<file path="src/hdl/kts_pkg.sv">
// shared types and constants of the topological sort block
`default_nettype none
package kts_pkg;

    localparam int FIELD_W = 6;
    localparam int NCW = 7;
    localparam logic [6:0] NODE_COUNT_RESET = 7'd64;

    typedef enum logic
    {
        OP_ADD = 1'b0,
        OP_RUN = 1'b1
    } op_t;

    typedef struct packed
    {
        op_t              op;
        logic [FIELD_W-1:0] edge_from;
        logic [FIELD_W-1:0] edge_to;
    } item_t;

    typedef struct packed
    {
        logic [FIELD_W-1:0] node_index;
        logic             node_valid;
        logic             is_last;
        logic             acyclic;
        logic             edges_dropped;
    } result_t;

endpackage
`default_nettype wire

</file>
<file path="src/hdl/kts_if.sv">
// request and result channel interfaces
`default_nettype none
interface kts_req_if;
    logic       valid;
    logic       ready;
    logic       req_type;
    logic [5:0] edge_from;
    logic [5:0] edge_to;

    modport source (output valid, output req_type, output edge_from, output edge_to,
                    input ready);
    modport sink (input valid, input req_type, input edge_from, input edge_to,
                  output ready);
endinterface

`default_nettype wire

</file>
<file path="src/hdl/kts_front.sv">
// front end: takes request transfers, classifies them and queues them for the back end
`default_nettype none
module kts_front (
    input  wire logic          clk,
    input  wire logic          rst_n,
    kts_req_if.sink            req,
    output logic               q_valid,
    output kts_pkg::item_t     q_item,
    input  wire logic          q_take
);

    kts_pkg::item_t slot_reg [2];
    logic [1:0] fill_reg;
    logic       wr_ptr_reg;
    logic       rd_ptr_reg;
    logic       push;
    kts_pkg::item_t item_in;

    // classify the incoming request
    always_comb
    begin
        item_in.op        = req.req_type ? kts_pkg::OP_RUN : kts_pkg::OP_ADD;
        item_in.edge_from = req.edge_from;
        item_in.edge_to   = req.edge_to;
    end

    assign req.ready = (fill_reg != 2'd2);
    assign push      = req.valid && req.ready;
    assign q_valid   = (fill_reg != 2'd0);
    assign q_item    = slot_reg[rd_ptr_reg];

    // two entry queue control
    always_ff @(posedge clk or negedge rst_n)
    begin
        if (!rst_n)
        begin
            fill_reg   <= 2'd0;
            wr_ptr_reg <= 1'b0;
            rd_ptr_reg <= 1'b0;
        end
        else
        begin
            if (push)
            begin
                wr_ptr_reg <= !wr_ptr_reg;
            end
            if (q_take)
            begin
                rd_ptr_reg <= !rd_ptr_reg;
            end
            fill_reg <= fill_reg + {1'b0, push} - {1'b0, q_take};
        end
    end

    // queue payload
    always_ff @(posedge clk)
    begin
        if (push)
        begin
            slot_reg[wr_ptr_reg] <= item_in;
        end
    end

endmodule
`default_nettype wire

</file>
<file path="src/flat_wrapper.sv">
// flat-port wrapper written by rule: the top's interface ports become plain ports
module kts_front_flat 
  (clk, rst_n, q_valid, q_item, q_take, req_valid, req_req_type, req_edge_from, req_edge_to, req_ready);
  kts_req_if req_i ();
  input  wire logic clk;
  input  wire logic rst_n;
  output logic q_valid;
  output kts_pkg::item_t q_item;
  input  wire logic q_take;
  input wire logic [$bits(req_i.valid)-1:0] req_valid;
  input wire logic [$bits(req_i.req_type)-1:0] req_req_type;
  input wire logic [$bits(req_i.edge_from)-1:0] req_edge_from;
  input wire logic [$bits(req_i.edge_to)-1:0] req_edge_to;
  output wire logic [$bits(req_i.ready)-1:0] req_ready;
  assign req_i.valid = req_valid;
  assign req_i.req_type = req_req_type;
  assign req_i.edge_from = req_edge_from;
  assign req_i.edge_to = req_edge_to;
  assign req_ready = req_i.ready;
  kts_front u_core (.clk(clk), .rst_n(rst_n), .req(req_i), .q_valid(q_valid), .q_item(q_item), .q_take(q_take));
endmodule
</file>
<file path="config.mk">
export PLATFORM = sky130hd
export DESIGN_NAME = kts_front_flat
export DESIGN_NICKNAME = d
export VERILOG_FILES = /design/src/hdl/kts_pkg.sv /design/src/hdl/kts_if.sv /design/src/hdl/kts_front.sv /design/src/flat_wrapper.sv
export SDC_FILE = /design/constraint.sdc
export NUM_CORES = 1
export LEC_CHECK = 0
export ABC_AREA = 1
export ABC_CLOCK_PERIOD_IN_PS = 1700
export BUFFER_PORTS_ARGS = -buffer_cell sky130_fd_sc_hd__buf_4
export CAP_MARGIN = 25
export CORE_UTILIZATION = 50
export CTS_BUF_LIST = sky130_fd_sc_hd__clkbuf_16
export CTS_CLUSTER_SIZE = 30
export DETAILED_ROUTE_END_ITERATION = 16
export PLACE_DENSITY_LB_ADDON = 0.15
export SYNTH_ARGS = -nofsm -noshare
export SYNTH_HDL_FRONTEND = slang
export SYNTH_SLANG_ARGS = --single-unit
</file>
<file path="constraint.sdc">
create_clock -name clk -period 1.7 [get_ports clk]
set_input_delay 0 -clock clk [delete_from_list [all_inputs] [get_ports clk]]
set_output_delay 0 -clock clk [all_outputs]
set_load 0.01 [all_outputs]
</file>
# Yosys cells after proc, flatten, opt, wreduce, memory -nomap -nowiden
# Memory sizes are Yosys's and may differ from the RTL's.
# Index checks and enable logic that the tools add are counted.
# word_totals
ramBits,26
inputBits,17
mem_count,1
out_inout_bits,15
word_cells,14
reg_bits,4
# op_classes
eq_ne,1
add_sub_neg,2
n_reduce_logical,4
muxes,3
# mem_list
memory,depth,word_bits,rd,rd_ports_with_merged_regs,write_ports,line_no,text
u_core.slot_reg,2,13,1,0,1,kts_front.sv:12,kts_pkg::item_t slot_reg [2];
# op_table
op,count
1-bit 2-to-1 mux,3
2-bit by 1-bit adder with 2-bit output,1
1-bit zero test,2
"2-bit inequality test, second input constant",1
2-bit nonzero test,1
2-bit by 1-bit subtractor with 2-bit output,1
1-bit logical AND,1

# Logic depth before layout (Yosys ltp)
# Gate-level depths: netlist of the first run.
# depth
depth_word,4
depth_mapped,8
depth_no_buf,8

# Worst setup path after synthesis of the first run
# No wires, ideal clock.
# synth_timing
path_kind,flip-flop to flip-flop
startpoint,register u_core.fill_reg[1]
endpoint,memory u_core.slot_reg[1][0] (netlist name) (enable)
path_buffers,0
setup_slack_ns,0.062
t_arrival_ns,1.254
required_time_ns,1.316
stages_incl_launch_ff,4
setup_time_ns,0.384
path_cell_list,dfrtp_1 nand2_1 nand2_1 nor2_1
# synth_between
elab_chain_cells,4
# synth_lines
item,line_no,text
from (decl),kts_front.sv:13,logic [1:0] fill_reg;
from (signal assigned),kts_front.sv:51,"fill_reg <= fill_reg + {1'b0, push} - {1'b0, q_take};"
2-bit inequality test,kts_front.sv:27,assign req.ready = (fill_reg != 2'd2);
via req_ready,flat_wrapper.sv:14,output wire logic [$bits(req_i.ready)-1:0] req_ready;
1-bit logical AND,kts_front.sv:28,assign push = req.valid && req.ready;
1-bit 2-to-1 mux,kts_front.sv:58,if (push)
1-bit 2-to-1 mux (not written as such),kts_front.sv:60,slot_reg[wr_ptr_reg] <= item_in;
to (decl),kts_front.sv:12,
# The timed path passes the listed nets, and every way through them passes these cells.

==> results of run 1 <==
[area by class of cell]
class	instances	area [µm²]	share of cell area, %
multi-input combinational	31	236	13.7
clock inverter	3	11.3	0.652
timing repair buffer	50	413	23.9
inverter	7	26.3	1.52
tap	28	35.0	2.03
clock buffer	5	125	7.24
sequential	30	881	51.0
[power by group]
group | internal, µW | switching [µW] | leakage, µW
Sequential | 1020 | 113 | 0.000288
Combinational | 483 | 390 | 0.000369
Clock | 522 | 261 | 0.0000738
[layer usage]
layer  part of all wire [%]  routed length [µm]  track usage (%)
met1                     42                 799             18.5
met2                     52                 987             28.4
met3                    4.6                  87             9.26
met4                    1.6                  30             12.9
met5                      0                   0                0
[cells by family (layout without fill, tap and decap cells)]
kind of cell | after synthesis | after routing | share of synthesized area (%)
AO/OA/AOI/OAI | 1 | 1 | 0.433
XOR/XNOR | 2 | 2 | 1.52
adder cells (fa/ha/maj) | 1 | 1 | 1.08
buffers and inverters | 8 | 65 | 3.25
flip-flops | 30 | 30 | 76.3
multiplexers | 13 | 13 | 12.7
AND/OR/NAND/NOR | 14 | 14 | 4.77
[synthesized netlist by cell type]
cell,count,area (µm²)
nor2_1,4,15.0
ha_1,1,12.5
dfrtp_1,4,100
mux2_2,13,146
inv_1,7,26.3
edfxtp_1,26,781
xor2_1,2,17.5
nand2_1,8,30.0
a21oi_1,1,5.00
nand3_1,2,10.0
buf_6,1,11.3
[critical path: cells and delay by family, from the launching register on]
kind	cells	cell delay, ns
buf+inv	1	0.14
flops	1	0.70
mux	1	0.40
[per-stage QoR]
step / setup WS [ns] / hold WS [ns] / power, µW / utilization (%) / cell area [µm²]
after floorplan: 0.0619 / -0.296 / 1610 / - / 1150
after global placement: 0.436 / -0.200 / 1970 / 65.8 / 1440
after detailed placement: 0.441 / -0.199 / 1990 / 65.8 / 1440
after CTS: 0.148 / 0.0462 / 2820 / 78.9 / 1730
after global routing: 0.0918 / 0.0578 / 2930 / 78.9 / 1730
final: 0.181 / 0.0474 / 2790 / 78.9 / 1730
[final timing paths]
kind | end | slack [ns] | cells after the start
setup / recovery | q_item[10] | 0.18 | 2
hold / removal | u_core.fill_reg[1]$_DFF_PN0_ | 0.05 | 4
setup reg to reg | u_core.slot_reg[0][12]$_DFFE_PP_ | 0.39 | 4
hold reg to reg | u_core.wr_ptr_reg$_DFFE_PN0P_ | 0.59 | 2
max in group asynchronous | u_core.rd_ptr_reg$_DFFE_PN0P_ | 1.54 | 2
min in group asynchronous | u_core.fill_reg[1]$_DFF_PN0_ | 0.06 | 2
[repair_timing]
item,in CTS,in global routing
setup endpoints to repair,0,0
hold buffers,15,0
endpoints found under the hold margin,31,0
==> out/metrics.yaml, run 1 <==
status: "finished clean"
netlist_area_mm2: 0.00115
final_common_cell: "buf_4"
cp-start-kind: "flop"
slowest_stage: "dfrtp_1"
grt_overflow: 0
num_vias: 720
synth_warnings: 0
setup_viol: 0
maxSlewViolCount: 0
r2r-start: "u_core.fill_reg[1]$_DFF_PN0_"
grtUsageTotal_pct: 18.2
setup_tns_ns: 0
core.rowCount: 17
synth_area_per_cell_um2: 16.7
total_leakage_power_uw: 0.000731
start_util_pct: 52.7
clk_latency_ns: 0.27
synth_nets: 87
rsz0062_at_grt: "false"
ys_types: 11
nets: 143
fin_crit_ns: 1.52
core-area_mm2: 0.00219
clockBufferDepth: 2
finalWeightedCongestion: 0.754
clkTransAtPathRegs_ns: 0.04
routed_wl_mm: 1.91
p_per_area_mw_per_mm2: 1610
cts_tree: "yes"
antenna_found_initial: 0
period_share_pct: 89.3
irDropWorstVdd_uv: 1370
dieArea_mm2: 0.00251
firstDrtPassIters: 3
grt_start_max_net_pins: 15
syn-instance-count: 69
hold_violations: 0
path_class: "reg2out"
placed_cells: 131
post_drt_wl_per_cell_um: 12.4
cp-end-kind: "output port"
viasPerCell: 4.68
diodes: 0
drt_first_iter_violations: 14
path_cells: "mux2_2, buf_4"
ys_ff_latch: 30
cts_setup_buffers: 0
crit_required_ns: 1.70
hold_path_class: "in2reg"
cts_htree_levels: 2
fin_cells: 154
dieHeight_um: 50.1
pin_count: 32
fp.dieW_um: 50.1
ctsResizeCount: 0
max_stage_delay_ns: 0.70
clock.fmax_mhz: 658
num-fill-cells: 145
min-delay-start: "req_valid"
relSlewSlack_pct: 61.6
ys_seq_area_share_pct: 76.3
clkSinkCount: 30
portBuffers: 31
ant_nets: 0
crit_path_start: "u_core.rd_ptr_reg$_DFFE_PN0P_"
grt_pass1_vias: 702
grt_pass1_wl_mm: 2.97
clock_skew_ns: 0.00331
critPathMaxFanout: 14
largest_register_ffs: 26
drive_gt1_share_pct: 42.1
worstPathArrival_ns: 1.52
worstMarginPinSlew_ns: 0.576
ctsRootBufferMaster: "clkbuf_16"
post-dp-hpwl_mm: 1.19
syn_to_final_growth_pct: 49.6
drc: 0
mostFrequentLayoutCells: "buf_4 (35), edfxtp_1 (26), dlygate4sd3_1 (15)"
cts_buffers: 5
cap_violations: 0
No activity file was read; power rests on OpenSTA's default activity.
==> run 2, diff against run 1 <==
--- a/config.mk
+++ b/config.mk
@@ -13,7 +13,7 @@
 export CTS_BUF_LIST = sky130_fd_sc_hd__clkbuf_16
 export CTS_CLUSTER_SIZE = 30
 export DETAILED_ROUTE_END_ITERATION = 16
-export PLACE_DENSITY_LB_ADDON = 0.15
+export PLACE_DENSITY = 0.86
 export SYNTH_ARGS = -nofsm -noshare
 export SYNTH_HDL_FRONTEND = slang
 export SYNTH_SLANG_ARGS = --single-unit
==> run 2 against run 1 <==
Sequential cell count unchanged. Maximum frequency barely moved. Power rose by 0.77%. Register-to-register slack barely moved. Critical path depth unchanged. Clock skew up 0.00075 ns. Worst setup slack hardly changed. First-iteration DRC count fell by 57%. Largest power group unchanged.
==> out/metrics.yaml, run 2 (synthesized netlist as in run 1, its figures left out) <==
cp-start-kind: "flop"
cp-end-kind: "output port"
finalWeightedCongestion: 0.649
ctsRootBufferMaster: "clkbuf_16"
cts_tree: "yes"
path_class: "reg2out"
status: "finished clean"
clkTransAtPathRegs_ns: 0.04
cap_violations: 0
critPathMaxFanout: 14
fp.dieW_um: 50.1
post_drt_wl_per_cell_um: 13.9
total_leakage_power_uw: 0.000724
ant_nets: 0
num_vias: 740
cts_htree_levels: 2
seq_area_um2: 881
drt_first_iter_violations: 6
setup_tns_ns: 0
antenna_found_initial: 0
ff2ff_path_depth: 4
fin_crit_ns: 1.52
post-dp-hpwl_mm: 1.37
dieHeight_um: 50.1
portBuffers: 31
grt_pass1_vias: 747
mostFrequentLayoutCells: "buf_4 (34), edfxtp_1 (26), dlygate4sd3_1 (15)"
diodes: 0
final_core_util_pct: 78.6
final_common_cell: "buf_4"
met2_usage_pct: 34.0
p_per_area_mw_per_mm2: 1630
core.rowCount: 17
r2r-start: "u_core.fill_reg[1]$_DFF_PN0_"
largest_register_ffs: 26
crit_required_ns: 1.70
r2r_end: "u_core.slot_reg[1][1]$_DFFE_PP_"
cts_buffers: 5
syn_to_final_growth_pct: 49.1
grt_start_max_net_pins: 15
grt_use_met1_pct: 20.7
multi_input_area_um2: 236
hold_violations: 0
drive_gt1_share_pct: 42.4
period_share_pct: 89.3
nets: 142
pin_count: 32
hold_path_class: "in2async"
dieArea_mm2: 0.00251
clk_latency_ns: 0.27
worstMarginPinSlew_ns: 0.573
viasPerCell: 4.84
clock_skew_ns: 0.00406
grt_pass1_wl_mm: 3.30
start_util_pct: 52.7
drc: 0
relSlewSlack_pct: 61.8
grtUsageTotal_pct: 20.1
firstDrtPassIters: 4
clockBufferDepth: 2
core-area_mm2: 0.00219
num-fill-cells: 135
setup_viol: 0
grtUsageMet3_pct: 7.41
ff2ff_setup_slack_ns: 0.39
worstPathArrival_ns: 1.52
maxSlewViolCount: 0
ctsResizeCount: 0
clkSinkCount: 30
grt_overflow: 0
irDropWorstVdd_uv: 1080
finalPower_uw: 2810
rsz0062_at_grt: "false"
clock.fmax_mhz: 658
routed_wl_mm: 2.13
grt-busiest-layer: "met2"
-- run 2: cell count changes in the layout (fill, tap and decap cells not counted), sizes merged --
cell	change
inv	-1
clkinv	+1
buf	-1
-- run 2: routing by layer --
layer,part of all wire (%),wire length (µm)
met4,2.8,60
met1,37,780
met2,55,1170
met3,5.7,121
met5,0,0
-- run 2: final cells by class --
type	count	share of cell area, %
tap	28	2.03
multi-input combinational	31	13.7
sequential	30	51.2
clock buffer	5	7.27
inverter	7	1.53
clock inverter	3	0.727
timing repair buffer	49	23.5
-- run 2: repair_timing --
| action | CTS | global route |
|---|---|---|
| endpoints found under the hold margin | 31 | 0 |
| setup buffers | 0 | 0 |
| hold buffers | 15 | 0 |
| setup endpoints to repair | 0 | 0 |
-- run 2: critical path, cell delays in order, from the launching register on --
cell and delay [ns]:
dfrtp_1 0.70, mux2_2 0.41, buf_4 0.14
-- run 2: metrics by stage --
| stage | std cells | cell area [µm²] | setup WS, ns | hold WS (ns) |
|---|---|---|---|---|
| 2_1_floorplan | 69 | 1150 | 0.0619 | -0.296 |
| 3_3_place_gp | 130 | 1430 | 0.462 | -0.202 |
| 3_5_place_dp | 130 | 1430 | 0.413 | -0.200 |
| 4_1_cts | 153 | 1720 | 0.145 | 0.0584 |
| 5_1_grt | 153 | 1720 | 0.0942 | 0.0676 |
| 6_report | 153 | 1720 | 0.181 | 0.0705 |
-- run 2: worst max-delay path by stage --
stage	slack, ns	endpoint	start	depth (start not counted)
2_1_floorplan	0.06	u_core.slot_reg[1][0]$_DFFE_PP_	u_core.fill_reg[1]$_DFF_PN0_	3
3_3_place_gp	0.46	u_core.slot_reg[1][7]$_DFFE_PP_	u_core.fill_reg[1]$_DFF_PN0_	4
3_5_place_dp	0.41	u_core.slot_reg[1][10]$_DFFE_PP_	u_core.fill_reg[1]$_DFF_PN0_	4
4_1_cts	0.15	q_item[5]	u_core.rd_ptr_reg$_DFFE_PN0P_	2
5_1_grt	0.09	q_item[3]	u_core.rd_ptr_reg$_DFFE_PN0P_	2
6_report	0.18	q_item[5]	u_core.rd_ptr_reg$_DFFE_PN0P_	2
-- run 2: power by group --
part | switching [µW] | total [µW] | leakage, µW | internal, µW
Sequential | 119 | 1140 | 0.000288 | 1020
Combinational | 400 | 874 | 0.000364 | 474
Clock | 270 | 795 | 0.0000724 | 525
Total | 790 | 2810 | 0.000724 | 2020
